### src/hdl/wsfe_pkg.sv
// Shared types, constants and helpers for the WebSocket frame encoder.
// No dependencies.
package wsfe_pkg;

  localparam int LENGTH_BITS = 32;  // length bits kept from a start word
  localparam int REM_BITS    = 32;  // width of the payload byte counter
  localparam int CFG_IDX_BITS = 2;
  localparam int HIDX_BITS   = 4;   // header holds at most 14 bytes

  localparam logic [REM_BITS-1:0] LEN_MASK =
    (LENGTH_BITS >= REM_BITS) ? {REM_BITS{1'b1}}
                              : REM_BITS'((64'd1 << LENGTH_BITS) - 64'd1);

  // item_kind codes
  localparam logic KIND_START   = 1'b0;
  localparam logic KIND_PAYLOAD = 1'b1;

  // configuration register indexes
  localparam logic [CFG_IDX_BITS-1:0] CFG_FIN    = 2'd0;
  localparam logic [CFG_IDX_BITS-1:0] CFG_OPCODE = 2'd1;
  localparam logic [CFG_IDX_BITS-1:0] CFG_MASK   = 2'd2;
  localparam logic [CFG_IDX_BITS-1:0] CFG_KEY    = 2'd3;

  // length field codes
  localparam logic [REM_BITS-1:0] LEN7_LIMIT  = REM_BITS'(126);
  localparam logic [REM_BITS-1:0] LEN16_MAX   = REM_BITS'(16'hffff);
  localparam logic [6:0]          LEN_CODE16  = 7'd126;
  localparam logic [6:0]          LEN_CODE64  = 7'd127;
  localparam logic [HIDX_BITS-1:0] LEN16_BYTES = 4'd2;
  localparam logic [HIDX_BITS-1:0] LEN64_BYTES = 4'd8;
  localparam logic [HIDX_BITS-1:0] KEY_BYTES   = 4'd4;

  typedef struct packed {
    logic        fin;
    logic [3:0]  opcode;
    logic        mask_en;
    logic [31:0] key;
  } cfg_t;

  typedef struct packed {
    logic [7:0] data;
    logic       last;
  } hdr_t;

  typedef struct packed {
    logic [7:0] out_byte;
    logic       is_header;
    logic       frame_end;
    logic       run_last;
    logic       error_flag;
  } result_t;

  // key byte by position, position 0 is the first one on the wire
  function automatic logic [7:0] key_byte(input logic [31:0] key, input logic [1:0] idx);
    logic [7:0] b;
    case (idx)
      2'd0:    b = key[31:24];
      2'd1:    b = key[23:16];
      2'd2:    b = key[15:8];
      default: b = key[7:0];
    endcase
    return b;
  endfunction

endpackage

### src/hdl/wsfe_cfg.sv
// Configuration registers of the frame encoder.
// Depends on wsfe_pkg.
module wsfe_cfg import wsfe_pkg::*; (
  input  logic                    clk,
  input  logic                    rst,
  input  logic                    cfg_we,
  input  logic [CFG_IDX_BITS-1:0] cfg_index,
  input  logic [31:0]             cfg_data,
  output cfg_t                    cfg
);

  always_ff @(posedge clk) begin
    if (rst) begin
      cfg.fin     <= 1'b1;
      cfg.opcode  <= 4'd2;
      cfg.mask_en <= 1'b0;
      cfg.key     <= 32'd0;
    end else if (cfg_we) begin
      case (cfg_index)
        CFG_FIN:    cfg.fin     <= cfg_data[0];
        CFG_OPCODE: cfg.opcode  <= cfg_data[3:0];
        CFG_MASK:   cfg.mask_en <= cfg_data[0];
        CFG_KEY:    cfg.key     <= cfg_data;
        default: ;
      endcase
    end
  end

endmodule

### src/hdl/wsfe_hdr.sv
// Header byte lookup: byte at a given header position and whether it is the last.
// Depends on wsfe_pkg.
module wsfe_hdr import wsfe_pkg::*; (
  input  cfg_t                  cfg,
  input  logic [REM_BITS-1:0]   len,
  input  logic [HIDX_BITS-1:0]  idx,
  output hdr_t                  hdr
);

  logic                 len_short;
  logic                 len_mid;
  logic [HIDX_BITS-1:0] len_bytes;
  logic [HIDX_BITS-1:0] key_start;
  logic [HIDX_BITS-1:0] hdr_count;
  logic [HIDX_BITS-1:0] len_pos;
  logic [HIDX_BITS-1:0] key_pos;
  logic [63:0]          len64;
  logic [7:0]           len_be [8];
  logic [6:0]           len_code;

  assign len64 = {{(64-REM_BITS){1'b0}}, len};

  always_comb begin
    for (int i = 0; i < 8; i++) begin
      len_be[i] = len64[8*(7-i) +: 8];  // big-endian order
    end
  end

  always_comb begin
    len_short = len < LEN7_LIMIT;
    len_mid   = !len_short && (len <= LEN16_MAX);
    len_bytes = len_short ? '0 : (len_mid ? LEN16_BYTES : LEN64_BYTES);
    len_code  = len_short ? len[6:0] : (len_mid ? LEN_CODE16 : LEN_CODE64);
    key_start = HIDX_BITS'(2) + len_bytes;
    hdr_count = key_start + (cfg.mask_en ? KEY_BYTES : '0);
    len_pos   = idx - HIDX_BITS'(2);
    key_pos   = idx - key_start;

    hdr.last = (idx == hdr_count - HIDX_BITS'(1));
    if (idx == '0) begin
      hdr.data = {cfg.fin, 3'b000, cfg.opcode};
    end else if (idx == HIDX_BITS'(1)) begin
      hdr.data = {cfg.mask_en, len_code};
    end else if (idx < key_start) begin
      if (len_mid) begin
        hdr.data = len_be[3'd6 + len_pos[2:0]];
      end else begin
        hdr.data = len_be[len_pos[2:0]];
      end
    end else begin
      hdr.data = key_byte(cfg.key, key_pos[1:0]);
    end
  end

endmodule

### src/hdl/websocket_frame_encoder.sv
// WebSocket frame encoder: turns start words and payload words into the byte
// stream of RFC 6455 frames. A payload word yields one byte and is taken every
// cycle while the result side keeps taking; a start word yields its header of
// 2 to 14 bytes, one per cycle, and holds the input until the last of them is
// loaded into the single result register, fed by a header byte counter.
// item_ready follows result_ready in the same cycle. No clearing pass after reset.
module websocket_frame_encoder import wsfe_pkg::*; (
  input  logic                    clk,
  input  logic                    rst,
  input  logic                    cfg_we,
  input  logic [CFG_IDX_BITS-1:0] cfg_index,
  input  logic [31:0]             cfg_data,
  input  logic                    item_valid,
  output logic                    item_ready,
  input  logic                    item_kind,
  input  logic [31:0]             frame_length,
  input  logic [7:0]              data_byte,
  output logic                    result_valid,
  input  logic                    result_ready,
  output logic [7:0]              out_byte,
  output logic                    is_header,
  output logic                    frame_end,
  output logic                    run_last,
  output logic                    error_flag
);

  cfg_t cfg;
  hdr_t hdr;

  // word being worked on
  logic                 cur_valid;
  logic                 cur_kind;
  logic [REM_BITS-1:0]  cur_len;
  logic [7:0]           cur_data;
  logic [HIDX_BITS-1:0] hidx;
  logic [HIDX_BITS-1:0] hidx_next;

  // frame state
  logic [REM_BITS-1:0]  bytes_remaining;
  logic [REM_BITS-1:0]  bytes_remaining_next;
  logic [1:0]           key_index;
  logic [1:0]           key_index_next;

  logic    advance;
  logic    done;
  result_t res;
  result_t res_q;
  logic    out_valid;

  wsfe_cfg u_cfg (
    .clk       (clk),
    .rst       (rst),
    .cfg_we    (cfg_we),
    .cfg_index (cfg_index),
    .cfg_data  (cfg_data),
    .cfg       (cfg)
  );

  wsfe_hdr u_hdr (
    .cfg (cfg),
    .len (cur_len),
    .idx (hidx),
    .hdr (hdr)
  );

  assign advance    = cur_valid && (!out_valid || result_ready);
  assign done       = advance && res.run_last;
  assign item_ready = !cur_valid || done;

  always_comb begin
    res                  = '0;
    hidx_next            = hidx;
    bytes_remaining_next = bytes_remaining;
    key_index_next       = key_index;
    if (cur_kind == KIND_START) begin
      res.out_byte  = hdr.data;
      res.is_header = 1'b1;
      res.run_last  = hdr.last;
      res.frame_end = hdr.last && (cur_len == '0);
      if (advance) begin
        if (hdr.last) begin
          hidx_next            = '0;
          bytes_remaining_next = cur_len;
          key_index_next       = '0;
        end else begin
          hidx_next = hidx + HIDX_BITS'(1);
        end
      end
    end else if (bytes_remaining == '0) begin
      // surplus payload byte: dropped, flagged
      res.run_last   = 1'b1;
      res.error_flag = 1'b1;
    end else begin
      res.out_byte  = cur_data ^ (cfg.mask_en ? key_byte(cfg.key, key_index) : 8'h00);
      res.run_last  = 1'b1;
      res.frame_end = (bytes_remaining == REM_BITS'(1));
      if (advance) begin
        bytes_remaining_next = bytes_remaining - REM_BITS'(1);
        key_index_next       = key_index + 2'd1;
      end
    end
  end

  always_ff @(posedge clk) begin
    if (rst) begin
      cur_valid       <= 1'b0;
      hidx            <= '0;
      bytes_remaining <= '0;
      key_index       <= '0;
      out_valid       <= 1'b0;
    end else begin
      hidx            <= hidx_next;
      bytes_remaining <= bytes_remaining_next;
      key_index       <= key_index_next;
      if (item_valid && item_ready) begin
        cur_valid <= 1'b1;
      end else if (done) begin
        cur_valid <= 1'b0;
      end
      if (advance) begin
        out_valid <= 1'b1;
      end else if (result_ready) begin
        out_valid <= 1'b0;
      end
    end
  end

  always_ff @(posedge clk) begin
    if (item_valid && item_ready) begin
      cur_kind <= item_kind;
      cur_len  <= frame_length[REM_BITS-1:0] & LEN_MASK;
      cur_data <= data_byte;
    end
    if (advance) begin
      res_q <= res;
    end
  end

  assign result_valid = out_valid;
  assign out_byte     = res_q.out_byte;
  assign is_header    = res_q.is_header;
  assign frame_end    = res_q.frame_end;
  assign run_last     = res_q.run_last;
  assign error_flag   = res_q.error_flag;

endmodule

### config.mk
export PLATFORM = sky130hd
export DESIGN_NAME = websocket_frame_encoder
export DESIGN_NICKNAME = d
export VERILOG_FILES = /design/src/hdl/wsfe_pkg.sv /design/src/hdl/wsfe_cfg.sv /design/src/hdl/wsfe_hdr.sv /design/src/hdl/websocket_frame_encoder.sv
export SDC_FILE = /design/constraint.sdc
export NUM_CORES = 1
export LEC_CHECK = 0
export ABC_AREA = 1
export BUFFER_PORTS_ARGS = -buffer_cell sky130_fd_sc_hd__buf_2
export CORE_AREA = 5 5 115 117
export CTS_CLUSTER_SIZE = 14
export DETAILED_ROUTE_END_ITERATION = 7
export DIE_AREA = 0 0 120 122
export GPL_TIMING_DRIVEN = 0
export PLACE_DENSITY = 0.9
export SLEW_MARGIN = 20
export SYNTH_ARGS = -nofsm -noshare
export SYNTH_HDL_FRONTEND = slang
export SYNTH_SLANG_ARGS = --single-unit
### constraint.sdc
create_clock -name clk -period 13.7 [get_ports clk]
set_clock_uncertainty 0.2 [all_clocks]
set_input_delay 2.74 -clock clk [delete_from_list [all_inputs] [get_ports clk]]
set_output_delay 2.74 -clock clk [all_outputs]
set_load 0.05 [all_outputs]
Yosys cells after proc, flatten, opt, wreduce, memory -nomap -nowiden

Index checks and enable logic that the tools add are counted.

Add/sub/neg operators: 9
Multipliers: 0
Divide/modulo/power cells: 0
$lt $le $gt $ge: 5
Equality and inequality tests: 11
Shift-type cells: 0
Muxes and demuxes: 41
Bitwise logic cells: 4
Reductions and logical operators: 27

Operators with widths:

| kind                    | count |
|---|---|
| $mux W32                | 5 |
| $mux W8                 | 13 |
| $logic_not A32 Y1       | 2 |
| $bmux W8 S3             | 2 |
| $pmux W8 S3             | 2 |
| $eq A32 B1 Y1 const B   | 1 |
| $le A32 B16 Y1 const B  | 1 |
| $lt A32 B7 Y1 const B   | 1 |
| $sub A32 B1 Y32 const B | 1 |
| $mux W2                 | 6 |
| $mux W4                 | 3 |
| $reduce_and A2 Y1       | 5 |
| $reduce_bool A2 Y1      | 5 |
| $eq A2 B2 Y1 const B    | 4 |
| $ge A4 B4 Y1 const B    | 2 |
| $mux W1                 | 8 |
| $not A3 Y4              | 2 |
| $xor A8 B8 Y8           | 1 |
| $mux W7                 | 1 |
| $eq A2 B1 Y1 const B    | 3 |
| $logic_not A2 Y1        | 3 |
| $logic_and A1 B1 Y1     | 5 |
| $add A2 B4 Y4 const A   | 1 |
| $add A4 B1 Y4 const B   | 1 |
| 16 further kinds        | 19 |

Bits in registers: 131
Latch bits: 0
Bits in writable memories: 0
Bits in read-only memories: 0
Bits of input ports: 80
Memories kept: 0

Depth between registers and ports, before layout

Gate-level depths: netlist of run 1.

Word-level depth: 15
Gate-level depth with buffers: 21
Mapped depth without buffers: 19

By module

Synthesis of run 1 repeated with hierarchy kept, for this count alone.

Cell total of the unflattened synthesis: 1202
Area total of the unflattened synthesis: 8089.0 µm²

By module, submodules not included:

| module                  | times used | cells an instance | area an instance (µm²) | seq. area each (µm²) |
|---|---|---|---|---|
| websocket_frame_encoder | 1          | 663               | 5106.1                 | 2392.3 |
| wsfe_cfg                | 1          | 241               | 1577.8                 | 760.7 |
| wsfe_hdr                | 1          | 298               | 1405.1                 | 0.0 |

Worst setup path after synthesis of run 1

Ideal clock, no wire load.

Kind: input -> output
Start: in result_ready
End: out item_ready
Data arrival time: 3949 ps
Slack: 6811 ps
Cell stages on the path: 4
Path buffers: 0
Cells stage by stage: inv_1 a21oi_2 nand2_4 nand2_1

Longest elaborated chain between the ends: 4

RTL lines:

| item                | line                          | source |
|---|---|---|
| start: declaration  | websocket_frame_encoder.sv:19 | `input logic result_ready,` |
| $logic_or A1 B1 Y1  | websocket_frame_encoder.sv:66 | `assign advance = cur_valid && (!out_valid \|\| result_ready);` |
| $logic_and A1 B1 Y1 | websocket_frame_encoder.sv:66 |  |
| via advance         | websocket_frame_encoder.sv:44 | `logic advance;` |
| $logic_and A1 B1 Y1 | websocket_frame_encoder.sv:67 | `assign done = advance && res.run_last;` |
| $logic_or A1 B1 Y1  | websocket_frame_encoder.sv:68 | `assign item_ready = !cur_valid \|\| done;` |
| end: declaration    | websocket_frame_encoder.sv:14 | `output logic item_ready,` |

The timed path passes the listed nets, and every way through them passes these cells.

Worst setup path in the final report of run 1

Ends and elaborated chain as after synthesis.

==> results of run 1 <==
-- kinds of logic (layout without fill, tap and decap cells) --
| family | count (synthesis) | count (layout) | synth area share [%] |
|---|---|---|---|
| and+or+nand+nor | 445 | 445 | 25.85 |
| xor gates and xnor gates | 17 | 17 | 2.025 |
| adders and majority gates | 13 | 13 | 2.212 |
| AOI/OAI and AO/OA | 250 | 250 | 18.22 |
| buffers and inverters | 162 | 288 | 8.814 |
| DFF | 131 | 131 | 42.88 |
-- how the worst min path moves through the flow --
stage	slack, ps	startpoint	to
after floorplan	230	u_cfg.cfg[34]	u_cfg.cfg[34]
after global placement	260	u_cfg.cfg[10]	u_cfg.cfg[10]
after detailed placement	260	u_cfg.cfg[30]	u_cfg.cfg[30]
after CTS	270	u_cfg.cfg[30]	u_cfg.cfg[30]
after global routing	300	u_cfg.cfg[5]	u_cfg.cfg[5]
final	270	u_cfg.cfg[24]	u_cfg.cfg[24]
-- critical path, cell delays in order --
cell and delay, ps:
buf_2 80, inv_1 70, a21oi_4 650, nand2_4 170, nand2_1 110, buf_2 270
-- metal layers --
| metal | vias to the layer above | track usage, % | part of all wire [%] |
|---|---|---|---|
| met1 | 3300 | 35.71 | 38 |
| met5 | - | 0 | 0 |
| met4 | 0 | 18.47 | 5.8 |
| met3 | 116 | 7.382 | 8.7 |
| li1 | 3613 | - | - |
| met2 | 446 | 52.72 | 48 |
-- sequential cells by signal (all words and copies together), names as in the netlist, 2 cells and up --
name / count
u_cfg.cfg: 38
bytes_remaining: 32
hidx: 4
cur_data: 8
cur_len: 32
out_byte: 8
key_index: 2
-- layout make-up --
cell class	instances	share of cell area (%)
repair buffers	94	5.693
inverters	127	5.519
clock inverters	12	1.488
plain buffers	35	1.965
clock buffers	20	5.519
flip-flops and latches	131	36.41
well taps	150	2.167
multi-input cells	725	41.24
-- metrics by stage --
stage / hold slack (ps) / util [%] / setup slack, ps / power [W] / cells
floorplan: 229.2 / - / 6811 / 0.0006239 / 1018
global placement: 257.1 / 65.30 / 6235 / 0.0006911 / 1261
detailed placement: 260.3 / 65.68 / 6712 / 0.0006946 / 1262
CTS: 269.2 / 70.63 / 6699 / 0.001151 / 1294
global route: 295.7 / 70.63 / 6615 / 0.001202 / 1294
finish: 272.1 / 70.63 / 6674 / 0.001156 / 1294
-- report_power, final --
| group | leakage (nW) | total (W) | switching, W | internal (W) |
|---|---|---|---|---|
| Sequential | 1.14 | 0.000451 | 0.0000185 | 0.000433 |
| Clock | 0.293 | 0.000460 | 0.000172 | 0.000287 |
| Combinational | 2.38 | 0.000245 | 0.000166 | 0.0000787 |
| Total | 3.81 | 0.00116 | 0.000357 | 0.000799 |
-- Yosys cell counts, drive strengths merged --
| cell type | count | share of area (%) |
|---|---|---|
| a21boi | 1 | 0.10 |
| a21oi | 102 | 7.1 |
| a31oi | 5 | 0.43 |
| buf | 12 | 1.1 |
| clkbuf | 23 | 1.2 |
| clkinv | 5 | 0.27 |
| dfxtp | 78 | 21 |
| edfxtp | 53 | 22 |
| ha | 13 | 2.2 |
| inv | 122 | 6.2 |
| nand2 | 244 | 13 |
| nand3 | 51 | 3.8 |
| nand3b | 2 | 0.20 |
| nand4 | 16 | 1.4 |
| nor2 | 120 | 6.8 |
| nor3 | 6 | 0.41 |
| nor4 | 2 | 0.17 |
| o211ai | 7 | 0.71 |
| o21ai | 110 | 7.5 |
| o21bai | 2 | 0.20 |
| o221ai | 5 | 0.60 |
| o22ai | 17 | 1.4 |
| o31ai | 1 | 0.10 |
| or2 | 4 | 0.34 |
| xnor2 | 8 | 0.95 |
| xor2 | 9 | 1.1 |
==> implementation parameters, run 1 <==
Parameter                              Value

Worst setup path
  Crit end category    output port
  Startpoint of the most critical register-to-register path    cur_len[12]
  Number of cells traversed by the worst register-to-register path    17
  Terminus of the critical flop-to-flop path    cur_data[3]
  Type of the worst setup path    primary input to output port
  Critical Path Source    result_ready
  Data arrival time of the critical path    4090 ps
  Worst setup path endpoint    item_ready
  CP Data Required Time    10760 ps
  Maximum fanout count along the critical path    19
  Reg-to-reg slack, setup    9460 ps
  Type of element launching the critical path    primary input

CTS
  Number of buffers inserted to repair setup after CTS    0
  TritonCTS clock tree    done
  Root Buffer    clkbuf_16
  Post-cts gate resize count    0
  Number of sinks handled by clock tree synthesis    131
  Clk slew on worst S/H paths    50 ps
  Quantity of hold-fixing buffers added after cts    0
  H-tree lvl count    4
  Max clock buf depth    2
  Clock insertion delay at the later pin of the skew report    430 ps
  Number of buffers added by the clock tree synthesis step    17

STA
  # setup viols final    0
  Unrepaired setup endpoints after global routing    no
  Final setup TNS    0 ps
  Fmax    142.3 MHz
  Worst max-slew margin expressed relative to the limit    44.01%
  Final critical-path share of the clock period    51.28%
  Number of pins exceeding their max-slew limit in the final report    0
  Final Hold Fails    0
  Post-layout minimum cycle time    7026 ps
  Actual transition at the worst max-transition pin    839.9 ps

Logic synthesis
  Count of cell types in the netlist    40
  Avg Inst Size Synth    7.223 um2
  Share of synthesized area occupied by flip-flops and latches    42.88%
  Post-synthesis cell area    7353 um2
  Number of nets produced by synthesis    1111
  Synthesis-stage register bit count    131
  Instance count of the mapped netlist    1018
  Number of warnings issued by yosys    0

Power and ir drop
  Leakage power of the design    3.813 nW
  Power per cell area    133.5 nW/um2
  Peak supply drop    0.1241 mV

Floorplanning
  Full die area    14640 um2
  Ports    94
  Initial Util    59.98%
  CORE AREA    12260 um2
  Die H    122 um
  Standard-cell rows    41
  DIE WIDTH    120 um

Layout
  Ant diodes    0
  Layout filler cell count    950
  Area growth from synthesis to layout    17.76%
  Area occupied by multi-input gates    3571 um2
  Most frequent cells in the layout    nand2_1, inv_1, nor2_1
  Layout net count    1224
  Combined flip-flop and latch cell area    3153 um2
  Total non-filler cell area in the finished layout    8660 um2
  Share of post-route cells with drive strength above 1    14.69%
  Most common library cell in the layout ignoring fill and taps    nand2_1

Route
  Routed vias    7475
  ANT nets after route    0
  Remaining routing DRC violations    0
  Number of vias per cell after detailed routing    5.777
  Total wire length after detailed routing    22610 um
  Mean routed wirelength per cell    17.47 um
  First drt pass iteration count    6
  Violation count after the first detailed-routing iteration    900

Place
  Global placer's final weighted congestion    0.9695
  HPWL after detailed placement    16420 um
  Input/output buffers    93
  Placed inst area    8053 um2

Global routing
  Largest net degree at the start of global routing    23
  Wire length of the first global-routing pass    35320 um
  All-Layer GR Usage    31.04%
  Overflow left after global routing    0
  Initial antenna violation count    0
  Number of global-route vias before repair    7094

Status
  Status    completed

Min path
  Tightest Hold Check Type    flip-flop to flip-flop
  Hold path depth    2

Job
  Total of max-cap violations    0
(Power assumes the default switching activity.)
==> inputs of run 2 (changes only) <==
Settings changed: CORE_AREA 5 5 115 117 to 5 5 124 126, DIE_AREA 0 0 120 122 to 0 0 129 131, PLACE_DENSITY 0.9 to 0.82.
Clock period 13.7 ns to 6 ns, I/O delays scaled along.
==> run 2 against run 1 <==
Net effect: critical path type is now flip-flop to output port; clock-buffer cell count grew 4; clock power rose by 110%; sequential power is 130% higher; critical path depth increased by 11.
==> implementation parameters, run 2 (same netlist as run 1, synthesis figures left out) <==
Parameter                              Value

Status
  Status    completed

Power and ir drop
  Total Power    0.002574 W
  Leakage power of the design    3.802 nW
  Power per cell area    296.8 nW/um2
  Total net switching power    0.0008114 W
  Seq pwr share    40.0%
  Proportion of power drawn by combinational gates    21.6%
  Peak supply drop    0.2130 mV
  Share of total power consumed by net switching    31.52%
  Int Pwr    0.001763 W
  Clock network fraction of total power    38.3%

Global routing
  Largest net degree at the start of global routing    20
  Initial antenna violation count    0
  Overflow left after global routing    0
  Wire length of the first global-routing pass    35390 um
  Busiest layer in global routing    met2
  Met1 Use GR    31.83%
  Global Route met3 Usage    5.366%
  Number of global-route vias before repair    6999
  Met2 track utilization from global routing    47.77%
  All-Layer GR Usage    27.24%

STA
  Unrepaired setup endpoints after global routing    no
  Final Hold Fails    0
  Fmax    197.3 MHz
  Actual transition at the worst max-transition pin    887.6 ps
  Number of pins exceeding their max-slew limit in the final report    0
  Post-layout minimum cycle time    5069 ps
  Worst max-slew margin expressed relative to the limit    40.83%
  # setup viols final    0
  Final critical-path share of the clock period    84.49%
  Hold Slack    265.5 ps

Worst setup path
  Crit end category    output port
  Type of element launching the critical path    flip-flop
  Data arrival time of the critical path    3670 ps
  Sequence of cells on the critical path    nor2_1, nand3_1, nor2_1, nand3_1, nand2_1, buf_2, ha_1, inv_2, nand2_2, clkinv_2, o21ai_1, a21oi_2, nand3_2, nand2_4, nand2_4, nand2_1, buf_2
  CP Data Required Time    4600 ps
  Maximum fanout count along the critical path    11
  Cell with the biggest individual delay on the critical path    edfxtp_1
  CP peak stage delay    460 ps
  Type of the worst setup path    flip-flop to output port

Min path
  Tightest Hold Check Type    flip-flop to flip-flop

Floorplanning
  Ports    94
  DIE WIDTH    129 um
  Standard-cell rows    44
  CORE AREA    14200 um2
  Full die area    16900 um2
  Initial Util    51.77%
  Die H    131 um

Route
  Total wire length after detailed routing    22920 um
  ANT nets after route    0
  First drt pass iteration count    6
  Number of vias per cell after detailed routing    5.549
  Remaining routing DRC violations    0
  Violation count after the first detailed-routing iteration    672
  Routed vias    7375
  Mean routed wirelength per cell    17.25 um

Job
  Total of max-cap violations    0

Layout
  Number of flip-flops in the largest register    38
  Total non-filler cell area in the finished layout    8672 um2
  Biggest register    u_cfg.cfg
  Most common library cell in the layout ignoring fill and taps    nand2_1
  Most frequent cells in the layout    nand2_1, inv_1, nor2_1
  Biggest registers after layout    u_cfg.cfg x38, bytes_remaining x32, cur_len x32
  Share of post-route cells with drive strength above 1    14.32%
  Ant diodes    0
  Area growth from synthesis to layout    17.93%
  Layout net count    1225
  Final core utilization    61.06%

CTS
  Clk slew on worst S/H paths    60 ps
  Max clock buf depth    2
  Number of sinks handled by clock tree synthesis    131
  Clock insertion delay at the later pin of the skew report    430 ps
  Number of buffers added by the clock tree synthesis step    17
  H-tree lvl count    4
  Number of buffers inserted to repair setup after CTS    0
  Post-cts gate resize count    0
  TritonCTS clock tree    done
  Quantity of hold-fixing buffers added after cts    0
  Root Buffer    clkbuf_16

Place
  Placed inst area    8123 um2
  Global placer's final weighted congestion    0.9782
  HPWL after detailed placement    17180 um
  Input/output buffers    93
run 2: per-layer routing:
metal	routed length, um	share of wire [%]	vias up
met3	1457	6.4	89
met5	0	0	-
li1	-	-	3612
met4	1053	4.6	0
met2	11350	50	324
met1	9057	40	3350
run 2: power groups by stage:
stage               Clock (W)  Sequential [W]  Combinational [W]
floorplan                   0         0.00106           0.000365
detailed placement          0         0.00105           0.000544
finish               0.000987         0.00103           0.000557
global placement            0         0.00105           0.000530
CTS                  0.000986         0.00103           0.000549
global route          0.00102         0.00103           0.000617
run 2: critical path, delay by kind of cell (launching register included):
| kind | cells | cell delay (ps) |
|---|---|---|
| flops | 1 | 460 |
| buf+inv | 4 | 710 |
| fa+ha+maj | 1 | 300 |
| simple gates | 10 | 1510 |
| compound gates | 2 | 270 |
run 2: final timing paths:
| kind | from | to | slack (ps) | cells after the start |
|---|---|---|---|---|
| worst max-delay path | cur_len[14] | item_ready | 930 | 17 |
| worst min-delay path | u_cfg.cfg[12] | u_cfg.cfg[12] | 270 | 2 |
| worst max register to register | cur_len[14] | cur_len[30] | 1870 | 18 |
| worst min register to register | u_cfg.cfg[12] | u_cfg.cfg[12] | 270 | 2 |
run 2: area by class of cell:
| class | count | area, um2 |
|---|---|---|
| multi-input cells | 725 | 3571 |
| clock buffers | 24 | 471.7 |
| fillers | 1341 | 5532 |
| flip-flops and latches | 131 | 3153 |
| inverters | 127 | 478.0 |
| repair buffers | 95 | 520.5 |
| well taps | 184 | 230.2 |
| clock inverters | 8 | 77.57 |
| plain buffers | 35 | 170.2 |
run 2: stage by stage:
| step | setup slack [ps] | instances | setup TNS [ps] |
|---|---|---|---|
| floorplan | 1117 | 1018 | 0 |
| global placement | -509.9 | 1295 | -20760 |
| detailed placement | 1448 | 1297 | 0 |
| CTS | 977.1 | 1329 | 0 |
| global route | 711.4 | 1329 | 0 |
| finish | 930.8 | 1329 | 0 |
==> inputs of run 3 (changes only) <==
Settings changed: ABC_AREA 1 to 0, CORE_AREA 5 5 124 126 to 5 5 115 117, DIE_AREA 0 0 129 131 to 0 0 120 122, PLACE_DENSITY 0.82 to 0.85.
Clock period 6 ns to 5.1 ns, I/O delays scaled along.
==> run 3 against run 2 <==
Net effect: clock-buffer cell count shrank 2; die area shrank 13%; largest power group unchanged; non-clock buffer count grew 10; wire length shrank 7.1%; global-route usage grew 2.5 points; cell area shrank 7.2%; combinational power grew 39%; critical endpoint unchanged; via count shrank 10%; area after synthesis shrank 7.9%; the run now ends with design-rule violations left; sequential power grew 20%.
==> implementation parameters, run 3 <==
Parameter                              Value

Logic synthesis
  Number of flops mapped to enable cells by yosys    53
  Share of synthesized area occupied by flip-flops and latches    46.56%
  Most common cell in the synthesized netlist    nand2_1
  Count of cell types in the netlist    71
  Post-synthesis cell area    6771 um2
  Synthesis-stage register bit count    131
  Biggest area consumer among synthesized cells    edfxtp_1
  Avg Inst Size Synth    9.379 um2
  Number of warnings issued by yosys    0
  Top area cells in the synthesized netlist    edfxtp_1, dfxtp_1, nand2_1
  Number of nets produced by synthesis    815
  Instance count of the mapped netlist    722
  Post-synth ARST share    0%
  Share of the synthesized area in the top cell type    23.50%
  Top flip-flop cell by instance count after synthesis    dfxtp_1
  Top cells by count, synth    nand2_1, dfxtp_1, a21oi_1

Route
  Remaining routing DRC violations    9
  Total wire length after detailed routing    21280 um
  Mean routed wirelength per cell    21.30 um
  ANT nets after route    0
  Routed vias    6614
  First drt pass iteration count    8
  Violation count after the first detailed-routing iteration    1018
  Number of vias per cell after detailed routing    6.621

Place
  Global placer's final weighted congestion    0.9961
  Placed cell count    966
  Input/output buffers    93
  HPWL after detailed placement    15240 um

Global routing
  Wire length of the first global-routing pass    33350 um
  Overflow left after global routing    0
  Initial antenna violation count    0
  Number of global-route vias before repair    6383
  Largest net degree at the start of global routing    24
  All-Layer GR Usage    29.78%

STA
  Final critical-path share of the clock period    96.38%
  Post-layout minimum cycle time    4916 ps
  # setup viols final    0
  Final setup TNS    0 ps
  Final Hold Fails    0
  Number of pins exceeding their max-slew limit in the final report    0
  Actual transition at the worst max-transition pin    1153 ps
  Hold Slack    270.7 ps
  Worst max-slew margin expressed relative to the limit    20.90%
  Fmax    203.4 MHz
  Unrepaired setup endpoints after global routing    no

Worst setup path
  Number of cells traversed by the worst register-to-register path    13
  Type of element launching the critical path    flip-flop
  Critical Path Source    cur_len[31]
  Type of the worst setup path    flip-flop to output port
  Terminus of the critical flop-to-flop path    bytes_remaining[29]
  Reg-to-reg slack, setup    800 ps
  Maximum fanout count along the critical path    9
  Startpoint of the most critical register-to-register path    cur_len[31]
  Crit end category    output port
  Worst setup path endpoint    item_ready
  CP Data Required Time    3880 ps
  Data arrival time of the critical path    3700 ps

Layout
  Most frequent cells in the layout    nand2_1, buf_2, dfxtp_1
  Area growth from synthesis to layout    18.87%
  Most common library cell in the layout ignoring fill and taps    nand2_1
  Final core utilization    65.65%
  Share of post-route cells with drive strength above 1    20.97%
  Layout net count    929
  Biggest register    u_cfg.cfg
  Biggest registers after layout    u_cfg.cfg x38, bytes_remaining x32, cur_len x32
  Post-route insts no fill    999
  Number of flip-flops in the largest register    38
  Ant diodes    0

CTS
  TritonCTS clock tree    done
  Quantity of hold-fixing buffers added after cts    0
  Clk slew on worst S/H paths    60 ps
  Number of sinks handled by clock tree synthesis    131
  Number of buffers added by the clock tree synthesis step    17
  Root Buffer    clkbuf_16
  H-tree lvl count    4
  Max clock buf depth    2
  Clock insertion delay at the later pin of the skew report    430 ps

Min path
  Tightest Hold Check Type    flip-flop to flip-flop

Floorplanning
  CORE AREA    12260 um2
  Initial Util    55.23%
  Full die area    14640 um2
  Ports    94
  DIE WIDTH    120 um
  Standard-cell rows    41
  Die H    122 um

Power and ir drop
  Power per cell area    394.7 nW/um2
  Total Power    0.003177 W
  Leakage power of the design    2.966 nW
  Peak supply drop    0.3245 mV

Status
  Status    finished, violations left
  Violated checks    design-rule violations

Job
  Total of max-cap violations    0
==> run 3: worst max-delay path, stage by stage, from the launching register on <==
cell	delay, ps
edfxtp_1	520
nor4_1	300
and4_1	220
buf_2	250
o21ai_1	190
ha_2	330
nand2b_1	170
or3_1	400
mux2i_4	260
o21ai_1	180
nand2_1	190
clkbuf_4	250
==> run 3: stage by stage <==
| stage | instance area, um2 | setup WS [ps] |
|---|---|---|
| floorplan | 6771 | 363.7 |
| global placement | 7425 | -314.7 |
| detailed placement | 7453 | 49.90 |
| CTS | 8046 | 61.07 |
| global route | 8049 | 6.777 |
| finish | 8049 | 184.5 |
==> run 3: timing repair <==
action / 4_1_cts / 5_1_grt
endpoints found under the hold margin: 0 / 0
setup endpoints to repair: 1 / 1
setup buffers: 2 / 0
pin swaps: 1 / 0
resized for setup: 3 / 3
==> run 3: worst min path at each step <==
stage	slack (ps)	depth (start not counted)	start	to
after floorplan	240	2	bytes_remaining[15]	bytes_remaining[15]
after global placement	260	2	u_cfg.cfg[29]	u_cfg.cfg[29]
after detailed placement	260	2	u_cfg.cfg[28]	u_cfg.cfg[28]
after CTS	270	2	u_cfg.cfg[30]	u_cfg.cfg[30]
after global routing	290	2	u_cfg.cfg[29]	u_cfg.cfg[29]
final	270	2	u_cfg.cfg[30]	u_cfg.cfg[30]
==> run 3: cells by family after synthesis <==
kind of cell / Yosys count / synth area share, %
AOI/OAI and AO/OA: 197 / 19.40
xor gates and xnor gates: 12 / 1.552
adders and majority gates: 13 / 2.402
buffers and inverters: 60 / 3.658
DFF: 131 / 46.56
muxes: 35 / 6.948
and+or+nand+nor: 274 / 19.48
==> run 3: cell type report <==
class,instances,area (um2)
plain buffers,44,187.7
clock buffers,22,495.5
clock inverters,10,71.32
fillers,956,4212
inverters,15,56.30
multi-input cells,531,3387
flip-flops and latches,131,3153
well taps,150,187.7
repair buffers,96,510.5
==> run 3: power by group <==
| part | switching (W) | leakage [nW] | internal (W) |
|---|---|---|---|
| Sequential | 0.0000727 | 1.14 | 0.00117 |
| Combinational | 0.000502 | 1.54 | 0.000270 |
| Clock | 0.000469 | 0.287 | 0.000691 |
| Total | 0.00104 | 2.97 | 0.00213 |
==> run 3: per-layer routing <==
metal | share of wire [%] | global-route usage (%) | vias up | wire (um)
met2 | 45 | 46.65 | 495 | 9604
met5 | 0 | 0 | - | 0
li1 | - | - | 2943 | -
met3 | 13 | 9.889 | 122 | 2775
met1 | 37 | 37.41 | 3054 | 7847
met4 | 5.0 | 13.89 | 0 | 1054
